`src/hdl/idah_pkg.sv`:
```
// Shared types, codes and widths of the identifier allocator.
package idah_pkg;

   localparam int WORD_W       = 32;
   localparam int BIT_W        = $clog2(WORD_W);
   localparam int ID_FIELD_W   = 10;
   localparam int REQ_DATA_W   = 16;
   localparam int RSP_DATA_W   = 24;
   localparam int ID_COUNT_DEF = 1024;

   typedef enum logic {
      CMD_ALLOC   = 1'b0,
      CMD_RELEASE = 1'b1
   } cmd_type;

   typedef enum logic [1:0] {
      ST_OK       = 2'd0,
      ST_NO_SLOT  = 2'd1,
      ST_NOT_USED = 2'd2
   } status_type;

   typedef struct packed {
      logic             found;
      logic [BIT_W-1:0] idx;
   } find_result_type;

endpackage

```
`src/hdl/idah_bit_find.sv`:
```
// Finds the lowest or the highest set bit of one bitmap word.
module idah_bit_find
   import idah_pkg::*;
(
   input  logic [WORD_W-1:0] word,
   input  logic              dir_down,
   output find_result_type   result
);

   logic [WORD_W-1:0] rev;
   logic [WORD_W-1:0] src;
   logic [WORD_W-1:0] lsb;
   logic [BIT_W-1:0]  pos;

   always_comb begin
      for (int i = 0; i < WORD_W; i++) begin
         rev[i] = word[WORD_W-1-i];
      end
      src = dir_down ? rev : word;
      lsb = src & (~src + WORD_W'(1));
      pos = '0;
      for (int i = 0; i < WORD_W; i++) begin
         if (lsb[i]) begin
            pos = pos | BIT_W'(i);
         end
      end
      result.found = |word;
      result.idx   = dir_down ? (BIT_W'(WORD_W - 1) - pos) : pos;
   end

endmodule

```
`src/hdl/id_allocator_with_hint_unit.sv`:
```
// Top level of the identifier allocator with a next-fit hint.
// Identifiers 0 .. ID_COUNT-1 are tracked in a bitmap RAM of 32-bit words, and one
// word is read per cycle through a single registered read port. After reset the block
// clears the bitmap, one word a cycle, and holds req_tready low meanwhile. An allocate
// scans words upward from the hint and then wraps. When a release frees the highest
// identifier, the block searches for the next lower one, reading words from that
// identifier's word down to word 0. The block takes one word at a time; a finished
// result waits in the output register while the next word is accepted.
module id_allocator_with_hint_unit
   import idah_pkg::*;
#(
   parameter int ID_COUNT = ID_COUNT_DEF
) (
   input  logic                  clock,
   input  logic                  reset,
   input  logic                  req_tvalid,
   output logic                  req_tready,
   input  logic                  req_tuser,  // cmd
   input  logic [REQ_DATA_W-1:0] req_tdata,  // release_id, zero padding
   output logic                  rsp_tvalid,
   input  logic                  rsp_tready,
   output logic [1:0]            rsp_tuser,  // status
   output logic [RSP_DATA_W-1:0] rsp_tdata   // granted_id, highest_id, zero padding
);

   localparam int ID_W      = $clog2(ID_COUNT);
   localparam int NUM_WORDS = (ID_COUNT + WORD_W - 1) / WORD_W;
   localparam int WIDX_W    = (NUM_WORDS > 1) ? $clog2(NUM_WORDS) : 1;
   localparam int ID_X_W    = WIDX_W + BIT_W;
   localparam int WCNT_W    = $clog2(NUM_WORDS + 2);
   localparam int LAST_BITS = ID_COUNT - (NUM_WORDS - 1) * WORD_W;
   localparam logic [WORD_W-1:0] ONES      = {WORD_W{1'b1}};
   localparam logic [WORD_W-1:0] LAST_MASK = ONES >> (WORD_W - LAST_BITS);
   localparam logic [WIDX_W-1:0] LAST_WORD = WIDX_W'(NUM_WORDS - 1);
   localparam logic [ID_W:0]     HINT_TOP  = (ID_W + 1)'(ID_COUNT);

   typedef enum logic [4:0] {
      S_CLEAR     = 5'b00001,
      S_IDLE      = 5'b00010,
      S_RLS_CHECK = 5'b00100,
      S_SCAN      = 5'b01000,
      S_DONE      = 5'b10000
   } state_type;

   logic [WORD_W-1:0] mem [NUM_WORDS];

   state_type         state_ff, state_in;
   logic [ID_W:0]     hint_ff, hint_in;
   logic [ID_W-1:0]   max_ff, max_in;
   logic [ID_X_W-1:0] rid_ff, rid_in;
   status_type        status_ff, status_in;
   logic [ID_W-1:0]   granted_ff, granted_in;
   logic              dir_down_ff, dir_down_in;
   logic [BIT_W-1:0]  first_bit_ff, first_bit_in;
   logic [WIDX_W-1:0] issue_word_ff, issue_word_in;
   logic [WCNT_W-1:0] issue_cnt_ff, issue_cnt_in;
   logic [WCNT_W-1:0] limit_ff, limit_in;
   logic              rd_vld_ff, rd_vld_in;
   logic              rd_first_ff, rd_first_in;
   logic              rd_last_ff, rd_last_in;
   logic [WIDX_W-1:0] rd_word_ff, rd_word_in;
   logic [WORD_W-1:0] rd_data_ff;
   logic              rsp_tvalid_ff, rsp_tvalid_in;
   status_type        rsp_status_ff, rsp_status_in;
   logic [ID_FIELD_W-1:0] rsp_granted_ff, rsp_granted_in;
   logic [ID_FIELD_W-1:0] rsp_highest_ff, rsp_highest_in;

   logic              wr_en;
   logic [WIDX_W-1:0] wr_addr;
   logic [WORD_W-1:0] wr_data;
   logic [WIDX_W-1:0] rd_addr;

   logic [ID_FIELD_W-1:0] req_rid;
   logic [ID_X_W-1:0]     req_rid_x;
   logic                  rid_in_range;
   logic [ID_X_W-1:0]     hint_start_x;
   logic [ID_X_W-1:0]     max_x;
   logic [ID_W-1:0]       rid_id;
   logic [ID_W-1:0]       found_id;
   logic [WORD_W-1:0]     first_up_mask;
   logic [WORD_W-1:0]     first_dn_mask;
   logic [WORD_W-1:0]     valid_mask;
   logic [WORD_W-1:0]     cand;
   find_result_type       fr;
   logic                  issue;

   assign req_rid      = req_tdata[ID_FIELD_W-1:0];
   assign req_rid_x    = ID_X_W'(req_rid);
   assign rid_in_range = ({{(32 - ID_FIELD_W){1'b0}}, req_rid} < 32'(ID_COUNT));
   assign hint_start_x = (hint_ff == HINT_TOP) ? '0 : ID_X_W'(hint_ff);
   assign max_x        = ID_X_W'(max_ff);
   assign rid_id       = ID_W'(rid_ff);

   assign first_up_mask = ONES << first_bit_ff;
   assign first_dn_mask = ONES >> (BIT_W'(WORD_W - 1) - first_bit_ff);
   assign valid_mask    = (rd_word_ff == LAST_WORD) ? LAST_MASK : ONES;
   assign cand = dir_down_ff ? (rd_data_ff & (rd_first_ff ? first_dn_mask : ONES))
                             : (~rd_data_ff & valid_mask & (rd_first_ff ? first_up_mask : ONES));

   idah_bit_find u_find (
      .word     (cand),
      .dir_down (dir_down_ff),
      .result   (fr)
   );

   assign found_id = ID_W'({rd_word_ff, fr.idx});
   assign issue    = (issue_cnt_ff < limit_ff);
   assign rd_addr  = (state_ff == S_IDLE) ? req_rid_x[ID_X_W-1:BIT_W] : issue_word_ff;

   always_comb begin
      state_in       = state_ff;
      hint_in        = hint_ff;
      max_in         = max_ff;
      rid_in         = rid_ff;
      status_in      = status_ff;
      granted_in     = granted_ff;
      dir_down_in    = dir_down_ff;
      first_bit_in   = first_bit_ff;
      issue_word_in  = issue_word_ff;
      issue_cnt_in   = issue_cnt_ff;
      limit_in       = limit_ff;
      rd_vld_in      = 1'b0;
      rd_first_in    = rd_first_ff;
      rd_last_in     = rd_last_ff;
      rd_word_in     = rd_word_ff;
      rsp_tvalid_in  = rsp_tvalid_ff;
      rsp_status_in  = rsp_status_ff;
      rsp_granted_in = rsp_granted_ff;
      rsp_highest_in = rsp_highest_ff;
      wr_en          = 1'b0;
      wr_addr        = issue_word_ff;
      wr_data        = '0;

      if (rsp_tready) begin
         rsp_tvalid_in = 1'b0;
      end

      case (state_ff)
         S_CLEAR: begin
            wr_en         = 1'b1;
            issue_word_in = issue_word_ff + WIDX_W'(1);
            if (issue_word_ff == LAST_WORD) begin
               issue_word_in = '0;
               state_in      = S_IDLE;
            end
         end
         S_IDLE: begin
            if (req_tvalid) begin
               status_in  = ST_OK;
               granted_in = '0;
               if (req_tuser == CMD_ALLOC) begin
                  dir_down_in   = 1'b0;
                  issue_word_in = hint_start_x[ID_X_W-1:BIT_W];
                  first_bit_in  = hint_start_x[BIT_W-1:0];
                  issue_cnt_in  = '0;
                  limit_in      = WCNT_W'(NUM_WORDS + 1);
                  state_in      = S_SCAN;
               end else if (rid_in_range) begin
                  rid_in   = req_rid_x;
                  state_in = S_RLS_CHECK;
               end else begin
                  status_in = ST_NOT_USED;
                  state_in  = S_DONE;
               end
            end
         end
         S_RLS_CHECK: begin
            if (!rd_data_ff[rid_ff[BIT_W-1:0]]) begin
               status_in = ST_NOT_USED;
               state_in  = S_DONE;
            end else begin
               wr_en   = 1'b1;
               wr_addr = rid_ff[ID_X_W-1:BIT_W];
               wr_data = rd_data_ff & ~(WORD_W'(1) << rid_ff[BIT_W-1:0]);
               if ((ID_W + 1)'(rid_id) < hint_ff) begin
                  hint_in = (ID_W + 1)'(rid_id);
               end
               if (rid_id == max_ff) begin
                  dir_down_in   = 1'b1;
                  issue_word_in = max_x[ID_X_W-1:BIT_W];
                  first_bit_in  = max_x[BIT_W-1:0];
                  issue_cnt_in  = '0;
                  limit_in      = WCNT_W'(max_x[ID_X_W-1:BIT_W]) + WCNT_W'(1);
                  state_in      = S_SCAN;
               end else begin
                  state_in = S_DONE;
               end
            end
         end
         S_SCAN: begin
            if (rd_vld_ff && fr.found) begin
               state_in = S_DONE;
               if (dir_down_ff) begin
                  max_in = found_id;
               end else begin
                  wr_en      = 1'b1;
                  wr_addr    = rd_word_ff;
                  wr_data    = rd_data_ff | (WORD_W'(1) << fr.idx);
                  hint_in    = (ID_W + 1)'(found_id) + (ID_W + 1)'(1);
                  granted_in = found_id;
                  if (found_id >= max_ff) begin
                     max_in = found_id;
                  end
               end
            end else if (rd_vld_ff && rd_last_ff) begin
               state_in = S_DONE;
               if (dir_down_ff) begin
                  max_in = '0;
               end else begin
                  status_in = ST_NO_SLOT;
               end
            end else if (issue) begin
               rd_vld_in    = 1'b1;
               rd_first_in  = (issue_cnt_ff == '0);
               rd_last_in   = (issue_cnt_ff == limit_ff - WCNT_W'(1));
               rd_word_in   = issue_word_ff;
               issue_cnt_in = issue_cnt_ff + WCNT_W'(1);
               if (dir_down_ff) begin
                  issue_word_in = issue_word_ff - WIDX_W'(1);
               end else if (issue_word_ff == LAST_WORD) begin
                  issue_word_in = '0;
               end else begin
                  issue_word_in = issue_word_ff + WIDX_W'(1);
               end
            end
         end
         S_DONE: begin
            if (!rsp_tvalid_ff || rsp_tready) begin
               rsp_tvalid_in  = 1'b1;
               rsp_status_in  = status_ff;
               rsp_granted_in = ID_FIELD_W'(granted_ff);
               rsp_highest_in = ID_FIELD_W'(max_ff);
               state_in       = S_IDLE;
            end
         end
         default: begin
            state_in = S_IDLE;
         end
      endcase
   end

   always_ff @(posedge clock) begin
      if (wr_en) begin
         mem[wr_addr] <= wr_data;
      end
      rd_data_ff <= mem[rd_addr];
   end

   always_ff @(posedge clock) begin
      if (reset) begin
         state_ff      <= S_CLEAR;
         hint_ff       <= '0;
         max_ff        <= '0;
         issue_word_ff <= '0;
         rd_vld_ff     <= 1'b0;
         rsp_tvalid_ff <= 1'b0;
      end else begin
         state_ff      <= state_in;
         hint_ff       <= hint_in;
         max_ff        <= max_in;
         issue_word_ff <= issue_word_in;
         rd_vld_ff     <= rd_vld_in;
         rsp_tvalid_ff <= rsp_tvalid_in;
      end
   end

   always_ff @(posedge clock) begin
      rid_ff         <= rid_in;
      status_ff      <= status_in;
      granted_ff     <= granted_in;
      dir_down_ff    <= dir_down_in;
      first_bit_ff   <= first_bit_in;
      issue_cnt_ff   <= issue_cnt_in;
      limit_ff       <= limit_in;
      rd_first_ff    <= rd_first_in;
      rd_last_ff     <= rd_last_in;
      rd_word_ff     <= rd_word_in;
      rsp_status_ff  <= rsp_status_in;
      rsp_granted_ff <= rsp_granted_in;
      rsp_highest_ff <= rsp_highest_in;
   end

   assign req_tready = (state_ff == S_IDLE);
   assign rsp_tvalid = rsp_tvalid_ff;
   assign rsp_tuser  = rsp_status_ff;
   assign rsp_tdata  = {{(RSP_DATA_W - 2 * ID_FIELD_W){1'b0}}, rsp_highest_ff, rsp_granted_ff};

endmodule

```
`config.mk`:
```
export PLATFORM = sky130hd
export DESIGN_NAME = id_allocator_with_hint_unit
export DESIGN_NICKNAME = d
export VERILOG_FILES = /design/src/hdl/idah_pkg.sv /design/src/hdl/idah_bit_find.sv /design/src/hdl/id_allocator_with_hint_unit.sv
export SDC_FILE = /design/constraint.sdc
export NUM_CORES = 2
export LEC_CHECK = 0
export BUFFER_PORTS_ARGS = -buffer_cell sky130_fd_sc_hd__buf_4
export CAP_MARGIN = 20
export CORE_MARGIN = 10
export CORE_UTILIZATION = 50
export CTS_CLUSTER_DIAMETER = 40
export DETAILED_ROUTE_END_ITERATION = 6
export GPL_ROUTABILITY_DRIVEN = 0
export GPL_TIMING_DRIVEN = 0
export PLACE_DENSITY = 0.63
export SLEW_MARGIN = 20
export SYNTH_ARGS = -nofsm -noshare
export SYNTH_HDL_FRONTEND = slang
export SYNTH_SLANG_ARGS = --single-unit
export TNS_END_PERCENT = 50
```
`constraint.sdc`:
```
create_clock -name clock -period 15.4 [get_ports clock]
set_input_delay 0 -clock clock [delete_from_list [all_inputs] [get_ports clock]]
set_output_delay 0 -clock clock [all_outputs]
set_load 0.02 [all_outputs]
```
Word-level counts from Yosys, hierarchy flattened

Memory sizes are Yosys's and may differ from the RTL's. A register that Yosys moved wholly into a read port is not among the register bits.
Index checks and enable logic that the tools add are counted.

Register bits after elaboration: 102
Memory bits (writable): 1,024
Output and inout bits: 28
Memories kept: 1

Add/sub/neg operators: 9
Magnitude comparators: 4
Equal/unequal tests: 27
Shift-type cells: 4
Mux-type cells: 283
Bitwise gates (word level): 9
Reduce and logical (&&, ||, !) cells: 23

Memory list:

| name | words | bits a word | read ports | clocked after memory_dff | write ports | line                              | RTL |
|---|---|---|---|---|---|---|---|
| mem  | 32    | 32          | 1          | 1                        | 1           | id_allocator_with_hint_unit.sv:45 | `logic [WORD_W-1:0] mem [NUM_WORDS];` |

Operators with widths:

| operator              | count |
|---|---|
| $mux 5                | 97 |
| $mux 10               | 36 |
| $mux 32               | 11 |
| $mux 6                | 29 |
| $and 32x32->32        | 4 |
| $mux 11               | 10 |
| $not 32->32           | 3 |
| $pmux 32 s2           | 1 |
| $shl 1x5->32 const A  | 2 |
| $mux 1                | 52 |
| $mux 2                | 23 |
| $add 32x1->32 const B | 1 |
| $mux 4                | 8 |
| $or 32x32->32         | 1 |
| $reduce_or 32->1      | 1 |
| $shl 32x5->32 const A | 1 |
| $shr 32x5->32 const A | 1 |
| $ne 2x2->1 const B    | 14 |
| $pmux 5 s5            | 1 |
| $pmux 11 s2           | 1 |
| $pmux 10 s2           | 1 |
| $pmux 5 s2            | 2 |
| $pmux 5 s4            | 1 |
| $pmux 6 s3            | 1 |
| 42 further kinds      | 57 |

Logic depth before layout (Yosys ltp)

Depth after elaboration: 52
Gate-level depth with buffers: 28
Mapped depth without buffers: 22

Hierarchy

A second synthesis with hierarchy kept.

Cell total of the unflattened synthesis: 3,363
Area, all modules: 49,087.1 µm²

Modules (own cells, without submodules):

| module                      | times used | cells each | area each (µm²) |
|---|---|---|---|
| id_allocator_with_hint_unit | 1          | 3,199      | 47,936.0 |
| idah_bit_find               | 1          | 164        | 1,151.1 |

Worst setup path before layout

OpenSTA, ideal clock, no wires.

Path kind: register to register
From: register first_bit_ff[1]
To: memory mem[13][0], enable pin
Setup time: 0.461 ns
Arrival time: 5.693 ns
Data required time: 14.939 ns
Path slack: 9.246 ns
Cell stages (with the launch flop): 15
Period minus slack after synthesis: 6.154 ns
Cell sequence: edfxtp_1 buf_6 or3_1 buf_2 and4_4 a211oi_4 or4b_4 nor4_4 buf_6 a41oi_1 nor2_1 nand2_1 nand3_1 nand2_1 nor3_1

Cells in the longest elaborated chain, start to end: 12

Ends and longest elaborated chain:

| element                      | line                               | RTL |
|---|---|---|
| from (decl)                  | id_allocator_with_hint_unit.sv:54  | `logic [BIT_W-1:0] first_bit_ff, first_bit_in;` |
| from (signal assigned)       | id_allocator_with_hint_unit.sv:272 | `first_bit_ff <= first_bit_in;` |
| $sub 5x5->5                  | id_allocator_with_hint_unit.sv:95  | `assign first_dn_mask = ONES >> (BIT_W'(WORD_W - 1) - first_bit_ff);` |
| $shr 32x5->32                | id_allocator_with_hint_unit.sv:95  |  |
| $mux 32                      | id_allocator_with_hint_unit.sv:97  | `assign cand = dir_down_ff ? (rd_data_ff & (rd_first_ff ? first_dn_mask : ONES))` |
| $and 32x32->32               | id_allocator_with_hint_unit.sv:97  |  |
| $mux 32 (*)                  | id_allocator_with_hint_unit.sv:97  |  |
| $reduce_or 32->1 (*)         | idah_bit_find.sv:27                | `result.found = \|word;` |
| $logic_and 1x1->1 (*)        | id_allocator_with_hint_unit.sv:191 | `if (rd_vld_ff && fr.found) begin` |
| $mux 1                       | id_allocator_with_hint_unit.sv:191 |  |
| $mux 1                       | id_allocator_with_hint_unit.sv:138 | `case (state_ff)` |
| $pmux 1 s3                   | id_allocator_with_hint_unit.sv:138 |  |
| $mux 1                       | id_allocator_with_hint_unit.sv:243 | `if (wr_en) begin` |
| $mux 1 (not written as such) | id_allocator_with_hint_unit.sv:244 | `mem[wr_addr] <= wr_data;` |
| to (decl)                    | id_allocator_with_hint_unit.sv:45  |  |

Mark *: on every way between the ends. The rest lies on a longest branch, timed or not. The select of a mux whose other input is x is not followed.

==> results.yml <==
status:
  outcome: "finished, violations left"
  violations: "DRC"
floorplan:
  dieArea_um2: 109000
  die_h_um: 330
  num_rows: 113
  die_width_um: 330
  floorplan.initialDensity_pct: 50.5
  top_level_ports: 49
  core_area_um2: 95300
power:
  p_leak_nw: 17.2
  peakVddDrop_mv: 0.0885
  power_density_nw_per_um2: 153
  p_total_mw: 8.70
yosys:
  syn_inst: 2929
  synth_warnings: 0
  synth_seq_cells: 1158
  netlist_area_um2: 48100
  synth_cell_types: 91
  synth_edf_count: 1093
  seq_area_frac_synth_pct: 70.9
  synth.avg_cell_area_um2: 16.4
  synth_flop_cell: "edfxtp_1"
  synthArstFlopShare_pct: 0
drt:
  first_pass_iters: 7
  wl_per_cell_um: 28.5
  vias_per_cell: 6.31
  antenna_left: 0
  drt_drc_violations_left: 6
  drtIter0Drc: 3670
  vias: 29000
  wirelength_um: 131000
cells_and_area:
  area_growth_pct: 18.6
  nets: 3266
  fillCellCount: 6927
  drive_gt1_share_pct: 22.3
  layout_common_cells: "edfxtp_1, nand2_1, mux4_2, nand3_1, clkbuf_16"
  final_common_cell: "edfxtp_1"
sta:
  max_slew_margin_pct: 16.4
  hold_viol_final: 0
  finClkSkew_ns: 0.0343
  hold_slack_ns: 0.0500
  max_freq_mhz: 137
  drv_slew: 0
  rsz0062_at_grt: "no"
  timing.final.ws_setup_ns: 8.11
  finalSetupTns_ns: 0
  setup_viol_count_final: 0
  worst_pin_slew_ns: 1.24
  finalCritPeriodShare_pct: 47.3
  period_needed_ns: 7.29
critical_path:
  critPathMaxFanout: 10
  worst_path_largest_cell_delay_ns: 0.97
  crit_type: "register to register"
  crit_slowest_cell: "nor4_1"
  cp_common_cell: "a21o_1"
  cp_top_family: "compound AO/OA/AOI/OAI gates"
  crit_path_start_kind: "register"
  arrival_ns: 7.94
  critPathCaptureType: "register"
  path_buf_inv: 7
  cp_data_required_time_ns: 16.06
clocking:
  cts_resized: 0
  path_clk_slew_ns: 0.06
  clock-root-buffer: "clkbuf_16"
  hold_buffers: 22
  cts_sinks: 1158
  htreeDepth: 4
  clk_path_buf_depth: 3
  postCtsSetupBuffers: 0
  cts_tree: "built"
  clk_latency_ns: 0.76
  cts_buffers: 142
min_path:
  hold_path_class: "input pin to register"
place:
  dp_hpwl_um: 91200
  place_ws_ns: 8.44
  port_buffers: 37
run:
  drv_cap: 0
global_route:
  grt_pass1_wl_um: 193000
  grt.total_usage_pct: 24.2
  overflow: 0
  antenna_found_initial: 1
  grt_max_degree: 33
  grt_pass1_vias: 28800
metal layers:
metal / global-route usage, % / part of all wire (%) / vias up
met1: 32.7 / 39 / 14700
met2: 36.6 / 45 / 1735
met3: 5.21 / 9.9 / 375
li1: - / - / 12200
met4: 13.4 / 6.1 / 0
met5: 0 / 0 / -
flip-flops by register name, summed over array words and instances, names as in the netlist, 2 cells and up:
name / cells
granted_ff: 10
mem: 1024
state_ff: 5
max_ff: 10
status_ff: 2
issue_cnt_ff: 6
rd_word_ff: 5
rsp_granted_ff: 10
rd_data_ff: 32
limit_ff: 6
rid_ff: 10
rsp_highest_ff: 10
issue_word_ff: 5
hint_ff: 11
first_bit_ff: 5
rsp_tuser: 2
per-stage QoR:
stage | instances | instance area, um2 | util [%]
3_5_place_dp | 4305 | 52000 | 54.6
4_1_cts | 4588 | 57000 | 59.9
2_1_floorplan | 2932 | 48100 | -
6_report | 4591 | 57100 | 59.9
3_3_place_gp | 4234 | 50000 | 52.4
5_1_grt | 4589 | 57000 | 59.9
final timing paths:
check	startpoint	endpoint	slack (ns)	cells past startpoint
max reg2reg	dir_down_ff	max_ff[7]	8.11	27
max	dir_down_ff	max_ff[7]	8.11	27
min	req_tdata[6]	rid_ff[6]	0.05	2
min reg2reg	max_ff[7]	rsp_highest_ff[7]	0.40	0
Yosys cell counts (12+ instances only):
cell type,instances,area [um2]
a211oi_1,17,128
a21o_1,14,105
a21oi_1,90,450
a31oi_1,13,81.3
and2_1,16,100
and3_1,16,100
buf_1,38,143
buf_2,15,75.1
clkbuf_1,111,417
dfxtp_1,65,1300
edfxtp_1,1093,32800
ha_1,38,475
inv_1,43,161
mux4_2,266,5990
nand2_1,391,1470
nand2b_1,12,75.1
nand3_1,193,966
nand4_1,13,81.3
nor2_1,108,405
nor3_1,27,135
o21ai_0,96,480
or2_2,12,75.1
or3_1,13,81.3
xnor2_1,17,149
xor2_1,17,149
where the power goes:
group	switching (mW)	internal, mW
clock	1.36	2.02
combinational	1.03	0.575
sequential	0.135	3.59
kinds of logic after synthesis:
kind of cell / share of synthesized area (%)
AOI/OAI and AO/OA: 4.73
xor gates and xnor gates: 0.653
adders and majority gates: 0.988
buffers and inverters: 1.84
DFF: 70.9
muxes: 12.6
other: 0.00780
and+or+nand+nor: 8.25
layout make-up:
| type | instances | area [um2] | area share, % |
|---|---|---|---|
| diodes | 2 | 5.00 | 0.00877 |
| plain buffers | 173 | 726 | 1.27 |
| clock buffers | 161 | 3660 | 6.41 |
| clock inverters | 100 | 1160 | 2.03 |
| inverters | 45 | 169 | 0.296 |
| multi-input cells | 1556 | 13600 | 23.9 |
| flip-flops and latches | 1158 | 34100 | 59.8 |
| well taps | 1265 | 1580 | 2.77 |
| repair buffers | 131 | 1990 | 3.48 |
Power figures use the tool's default switching activity.
